$ cat config.mk
export PLATFORM = sky130hd
export DESIGN_NAME = mmbd_decode
export DESIGN_NICKNAME = d
export VERILOG_FILES = /design/src/hdl/mmbd_pkg.sv /design/src/hdl/mmbd_decode.sv
export SDC_FILE = /design/constraint.sdc
export NUM_CORES = 1
export LEC_CHECK = 0
export BUFFER_PORTS_ARGS = -buffer_cell sky130_fd_sc_hd__buf_2
export CORE_UTILIZATION = 44
export DETAILED_ROUTE_END_ITERATION = 10
export PLACE_DENSITY = 0.86
export SYNTH_ARGS = -nofsm -noshare
export SYNTH_HDL_FRONTEND = slang
export SYNTH_SLANG_ARGS = --single-unit
export TNS_END_PERCENT = 100
$ cat constraint.sdc
create_clock -name vclk -period 2.67
set_input_delay 0.4005 -clock vclk [all_inputs]
set_output_delay 0.4005 -clock vclk [all_outputs]
set_load 0.02 [all_outputs]
$ cat src/hdl/mmbd_pkg.sv
// ----------------------------------------------------------------------------
// mmbd_pkg
// Shared constants, types and codes for the memory map bus decoder.
// ----------------------------------------------------------------------------
package mmbd_pkg;

    // store depths
    localparam int CART_DEPTH = 32768;
    localparam int BOOT_DEPTH = 16384;
    localparam int BANK_DEPTH = 8192;

    // ROM store: cartridge bytes first, boot bytes above them
    localparam int ROM_DEPTH = CART_DEPTH + BOOT_DEPTH;
    localparam int ROM_AW    = $clog2(ROM_DEPTH);
    localparam int BOOT_BASE = CART_DEPTH;

    // RAM store: video, external, work banks, then the top page
    // (sprite table, IO, high RAM) indexed by address bits [8:0]
    localparam int TOP_SPAN  = 512;
    localparam int BANK_AW   = $clog2(BANK_DEPTH);
    localparam int VRAM_BASE = 0;
    localparam int XRAM_BASE = BANK_DEPTH;
    localparam int WRAM_BASE = 2 * BANK_DEPTH;
    localparam int TOP_BASE  = 3 * BANK_DEPTH;
    localparam int RAM_DEPTH = TOP_BASE + TOP_SPAN;
    localparam int RAM_AW    = $clog2(RAM_DEPTH);
    localparam int TOP_AW    = $clog2(TOP_SPAN);

    // bus map
    localparam logic [15:0] ADDR_VRAM   = 16'h8000;
    localparam logic [15:0] ADDR_XRAM   = 16'hA000;
    localparam logic [15:0] ADDR_WRAM   = 16'hC000;
    localparam logic [15:0] ADDR_ECHO   = 16'hE000;
    localparam logic [15:0] ADDR_OAM    = 16'hFE00;
    localparam logic [15:0] ADDR_GAP    = 16'hFEA0;
    localparam logic [15:0] ADDR_IO     = 16'hFF00;
    localparam logic [15:0] ADDR_BOOTOFF = 16'hFF50;
    localparam logic [15:0] ADDR_IE     = 16'hFFFF;
    localparam logic [7:0]  BYTE_OPEN   = 8'hFF;

    // boot windows / allowed lengths
    localparam logic [14:0] BOOT_LEN_MONO = 15'h0100;
    localparam logic [14:0] BOOT_LEN_CLR  = 15'h0900;
    localparam logic [14:0] BOOT_LEN_ADV  = 15'h4000;

    // access modes
    localparam logic [1:0] MODE_READ = 2'd0;
    localparam logic [1:0] MODE_WRITE = 2'd1;
    localparam logic [1:0] MODE_LOAD_CART = 2'd2;
    localparam logic [1:0] MODE_LOAD_BOOT = 2'd3;

    // system kinds
    localparam logic [1:0] KIND_CLR = 2'd1;
    localparam logic [1:0] KIND_ADV = 2'd2;

    // config register indexes
    localparam int CFG_IW = 2;
    localparam int CFG_DW = 16;
    localparam logic [CFG_IW-1:0] CFG_SYSTEM_KIND = 2'd0;
    localparam logic [CFG_IW-1:0] CFG_ROM_LENGTH  = 2'd1;
    localparam logic [CFG_IW-1:0] CFG_BOOT_LENGTH = 2'd2;

    // read data source
    typedef enum logic [2:0] {
        SRC_BYTE = 3'b001,
        SRC_ROM  = 3'b010,
        SRC_RAM  = 3'b100
    } src_t;

    typedef struct packed {
        logic [1:0]  system_kind;
        logic [15:0] rom_length;
        logic [14:0] boot_rom_length;
    } cfg_t;

    typedef struct packed {
        logic              rom_en;
        logic              rom_we;
        logic [ROM_AW-1:0] rom_addr;
        logic              ram_en;
        logic              ram_we;
        logic [RAM_AW-1:0] ram_addr;
        logic              ie_we;
        logic              overlay_clear;
        src_t              src;
        logic [7:0]        byte_val;
    } dec_t;

endpackage

$ cat src/hdl/mmbd_decode.sv
// ----------------------------------------------------------------------------
// mmbd_decode
// Address decode of one access into ROM/RAM port requests and side effects.
// ----------------------------------------------------------------------------
module mmbd_decode (
    input  logic [1:0]           mode,
    input  logic [15:0]          address,
    input  logic [7:0]           write_data,
    input  mmbd_pkg::cfg_t       cfg,
    input  logic                 overlay,
    input  logic [7:0]           ie_value,
    output mmbd_pkg::dec_t       dec,
    output logic                 cfg_ok
);

    import mmbd_pkg::*;

    logic [14:0]       boot_window;
    logic              boot_hit;
    logic              cart_hit;
    logic              ram_hit;
    logic [RAM_AW-1:0] ram_idx;

    always_comb
    begin
        case (cfg.system_kind)
            KIND_ADV: boot_window = BOOT_LEN_ADV;
            KIND_CLR: boot_window = BOOT_LEN_CLR;
            default:  boot_window = BOOT_LEN_MONO;
        endcase

        case (cfg.system_kind)
            KIND_ADV: cfg_ok = (cfg.boot_rom_length == BOOT_LEN_ADV);
            KIND_CLR: cfg_ok = (cfg.boot_rom_length == BOOT_LEN_CLR);
            default:  cfg_ok = (cfg.boot_rom_length == BOOT_LEN_MONO)
                            || (cfg.boot_rom_length == BOOT_LEN_CLR);
        endcase
        cfg_ok = cfg_ok && (cfg.rom_length != 16'd0);
    end

    assign boot_hit = overlay
                   && (address < 16'(boot_window))
                   && (address < 16'(cfg.boot_rom_length))
                   && (32'(address) < BOOT_DEPTH);
    assign cart_hit = (address < cfg.rom_length) && (32'(address) < CART_DEPTH);

    // RAM-backed regions; sprite/IO/high share the top page
    always_comb
    begin
        ram_hit = 1'b1;
        ram_idx = '0;
        if (address < ADDR_VRAM)
        begin
            ram_hit = 1'b0;
        end
        else if (address < ADDR_XRAM)
        begin
            ram_idx = RAM_AW'(VRAM_BASE) + RAM_AW'(address[BANK_AW-1:0]);
        end
        else if (address < ADDR_WRAM)
        begin
            ram_idx = RAM_AW'(XRAM_BASE) + RAM_AW'(address[BANK_AW-1:0]);
        end
        else if (address < ADDR_OAM)
        begin
            // work RAM and its echo
            ram_idx = RAM_AW'(WRAM_BASE) + RAM_AW'(address[BANK_AW-1:0]);
        end
        else if ((address < ADDR_GAP) || ((address >= ADDR_IO) && (address != ADDR_IE)))
        begin
            ram_idx = RAM_AW'(TOP_BASE) + RAM_AW'(address[TOP_AW-1:0]);
        end
        else
        begin
            ram_hit = 1'b0;
        end
    end

    always_comb
    begin
        dec               = '0;
        dec.src           = SRC_BYTE;
        dec.byte_val      = 8'd0;
        dec.ram_addr      = ram_idx;
        case (mode)
            MODE_READ:
            begin
                if (boot_hit)
                begin
                    dec.rom_en   = 1'b1;
                    dec.rom_addr = ROM_AW'(BOOT_BASE) + ROM_AW'(address);
                    dec.src      = SRC_ROM;
                end
                else if (address < ADDR_VRAM)
                begin
                    if (cart_hit)
                    begin
                        dec.rom_en   = 1'b1;
                        dec.rom_addr = ROM_AW'(address);
                        dec.src      = SRC_ROM;
                    end
                    else
                    begin
                        dec.byte_val = BYTE_OPEN;
                    end
                end
                else if (ram_hit)
                begin
                    dec.ram_en = 1'b1;
                    dec.src    = SRC_RAM;
                end
                else if (address == ADDR_IE)
                begin
                    dec.byte_val = ie_value;
                end
                else
                begin
                    dec.byte_val = BYTE_OPEN;
                end
            end
            MODE_WRITE:
            begin
                dec.ram_en        = ram_hit;
                dec.ram_we        = ram_hit;
                dec.ie_we         = (address == ADDR_IE);
                dec.overlay_clear = (address == ADDR_BOOTOFF) && (write_data != 8'd0);
            end
            MODE_LOAD_CART:
            begin
                dec.rom_en   = (32'(address) < CART_DEPTH);
                dec.rom_we   = dec.rom_en;
                dec.rom_addr = ROM_AW'(address);
            end
            MODE_LOAD_BOOT:
            begin
                dec.rom_en   = (32'(address) < BOOT_DEPTH);
                dec.rom_we   = dec.rom_en;
                dec.rom_addr = ROM_AW'(BOOT_BASE) + ROM_AW'(address);
            end
            default:
            begin
                dec.src = SRC_BYTE;
            end
        endcase
    end

endmodule
==> flow_metrics.env <==
export IMPL_finalCriticalPeriod_ns=2.85
export IMPL_cp_start_kind="input pin"
export IMPL_critPathArrivalTime_ns=2.45
export IMPL_cp_num_buf_inv=5
export IMPL_drive_gt1_share_pct=52.5
export IMPL_die_y_um=62.7
export IMPL_ioPinCount=117
export IMPL_syn2layout_area_growth_pct=88.9
export IMPL_final_common_cell="buf_2"
export IMPL_first_global_vias=2444
export IMPL_cp_top_family="simple AND/OR/NAND/NOR gates"
export IMPL_finalWorstSetupSlack_ns=-0.184
export IMPL_cts_hold_buf=0
export IMPL_timing_hold_ws_ns=1.17
export IMPL_start_util_pct=47.1
export IMPL_nets=497
export IMPL_violations="setup timing"
export IMPL_synth_warnings=0
export IMPL_min_period_over_period_pct=107
export IMPL_wl_um=7600
export IMPL_path_depth=12
export IMPL_final_cell_mix="buf_2, buf_6, buf_4"
export IMPL_wl_per_cell_um=17.3
export IMPL_core_mm2=0.00344
export IMPL_viasPerCell=5.93
export IMPL_gr_total_overflow=0
export IMPL_ys_seq_area_share_pct=0
export IMPL_die_x_um=62.7
export IMPL_portBuffers=117
export IMPL_antenna_cells=0
export IMPL_cp_common_cell="buf_6"
export IMPL_seqCellArea_um2=0
export IMPL_seq_cells=0
export IMPL_critPathKind="input pin to output port"
export IMPL_synth_cell_type_count=37
export IMPL_avgSynthCellArea_um2=6.49
export IMPL_slew_headroom_pct=65.9
export IMPL_hold_class="input pin to output port"
export IMPL_remaining_drc_errors=0
export IMPL_drtIter0Drc=163
export IMPL_clock_buffers=0
export IMPL_netlist_instances=250
export IMPL_setup_violations=27
export IMPL_tightest_slew_ns=0.512
export IMPL_nFillCells=173
export IMPL_dieArea_mm2=0.00393
export IMPL_crit_start="cfg[24]"
export IMPL_dp_hpwl_um=5050
export IMPL_worst_path_max_fanout=5
export IMPL_ir_worst_vdd_v=0.000121
export IMPL_cp_end_kind="output port"
export IMPL_p_leak_nw=1.57
export IMPL_drv_slew=0
export IMPL_routabilityCongestion=0.845
export IMPL_num_rows=21
export IMPL_crit_slowest_cell="or4_1"
export IMPL_grt_pass1_wl_um=10600
export IMPL_synth_nets=351
export IMPL_rsz0062_at_grt="yes"
export IMPL_antenna_found_initial=0
export IMPL_maxCapViolCount=0
export IMPL_outcome="finished with violations"
export IMPL_crit_chain="buf_2 -> inv_2 -> ha_4 -> and4_1 -> nand2_1 -> or4_1 -> o211ai_1 -> buf_4 -> buf_6 -> a21o_1 -> a211o_1 -> buf_6"
export IMPL_total_power_w=0.000567
export IMPL_instances_no_fill=440
export IMPL_cp_required_ns=2.27
export IMPL_vias=2610
export IMPL_antenna_left=0
export IMPL_netlist_area_mm2=0.00162
export IMPL_critPathCapture="dec[8]"
export IMPL_slowest_delay_ns=0.52
export IMPL_powerDensity_mw_per_mm2=185
export IMPL_fmax_ghz=0.350
export IMPL_placed_cells=433
export IMPL_grt_total_usage_pct=32.8
export IMPL_first_pass_iters=5
export IMPL_hold_violations=0
export IMPL_grt_start_max_net_pins=25
## worst min path at each step
stage | start | end | slack, ns | cells past startpoint
floorplan | address[0] | dec[30] | 0.94 | 2
global placement | ie_value[6] | dec[6] | 1.17 | 4
detailed placement | ie_value[6] | dec[6] | 1.18 | 4
CTS | ie_value[6] | dec[6] | 1.17 | 4
global route | ie_value[7] | dec[7] | 1.19 | 4
finish | ie_value[7] | dec[7] | 1.17 | 4
## metrics by stage
step,TNS (ns),worst slack [ns],cell area (um2),utilization [%]
finish,-3.48,-0.184,3060,89.0
floorplan,-0.589,-0.147,1670,-
detailed placement,-4.91,-0.300,2470,71.8
global route,-5.07,-0.236,3060,89.0
global placement,-3.42,-0.215,2470,71.8
CTS,-1.41,-0.116,2860,83.0
## cell families after synthesis
group,Yosys count,synth area share (%)
adders and majority gates,33,25.5
xor gates and xnor gates,1,0.540
buffers and inverters,44,11.2
AOI/OAI and AO/OA,52,24.1
and+or+nand+nor,120,38.7
## cells in the mapped netlist, types with 2 or more instances
master / instances / area share, %
or3_1: 2 / 0.77
a31oi_1: 2 / 0.77
and4_1: 2 / 1.1
nand3_1: 4 / 1.2
a21oi_1: 9 / 2.8
or4_1: 2 / 0.93
o21ai_2: 10 / 5.4
nor2_1: 22 / 5.1
o211ai_1: 2 / 0.93
nand4_1: 7 / 2.7
inv_1: 37 / 8.6
nand2b_1: 15 / 5.8
and3_1: 6 / 2.3
nor4_1: 10 / 3.9
o31ai_1: 4 / 1.9
clkbuf_1: 6 / 1.4
o21ai_0: 6 / 1.9
ha_1: 33 / 25
nor3_1: 12 / 3.7
o21a_1: 3 / 1.4
and2_1: 10 / 3.9
a21o_1: 4 / 1.9
nand2_1: 25 / 5.8
a211o_1: 4 / 2.2
## report_power, final
group          internal, W  leakage, nW  switching, W
sequential               0            0             0
combinational     0.000263         1.57      0.000304
clock                    0            0             0
total             0.000263         1.57      0.000304
## layout make-up
cell class                      instances  area [um2]  share of cell area [%]
Timing Repair Buffer                  149        1090                    35.7
Tap cell                               46        57.6                    1.88
Inverter                               37         151                    4.94
Multi-Input combinational cell        208        1760                    57.5
## metal layers
metal / wire length, um / share of wire (%) / track usage [%] / vias to the layer above
met2: 3940 / 52 / 64.9 / 188
met4: 326 / 4.3 / 9.59 / 0
met5: 0 / 0 / 0 / -
li1: - / - / - / 1185
met3: 619 / 8.1 / 4.56 / 43
met1: 2720 / 36 / 35.1 / 1194
## repair_timing
item                                    4_1_cts  5_1_grt
resized for setup                            86       44
hold endpoints to repair                      0        0
endpoints found under the setup margin       27       27
gates cloned                                  2        0
pin swaps                                    34       16
buffers inserted                              4        1
Power figures use the tool's default switching activity.
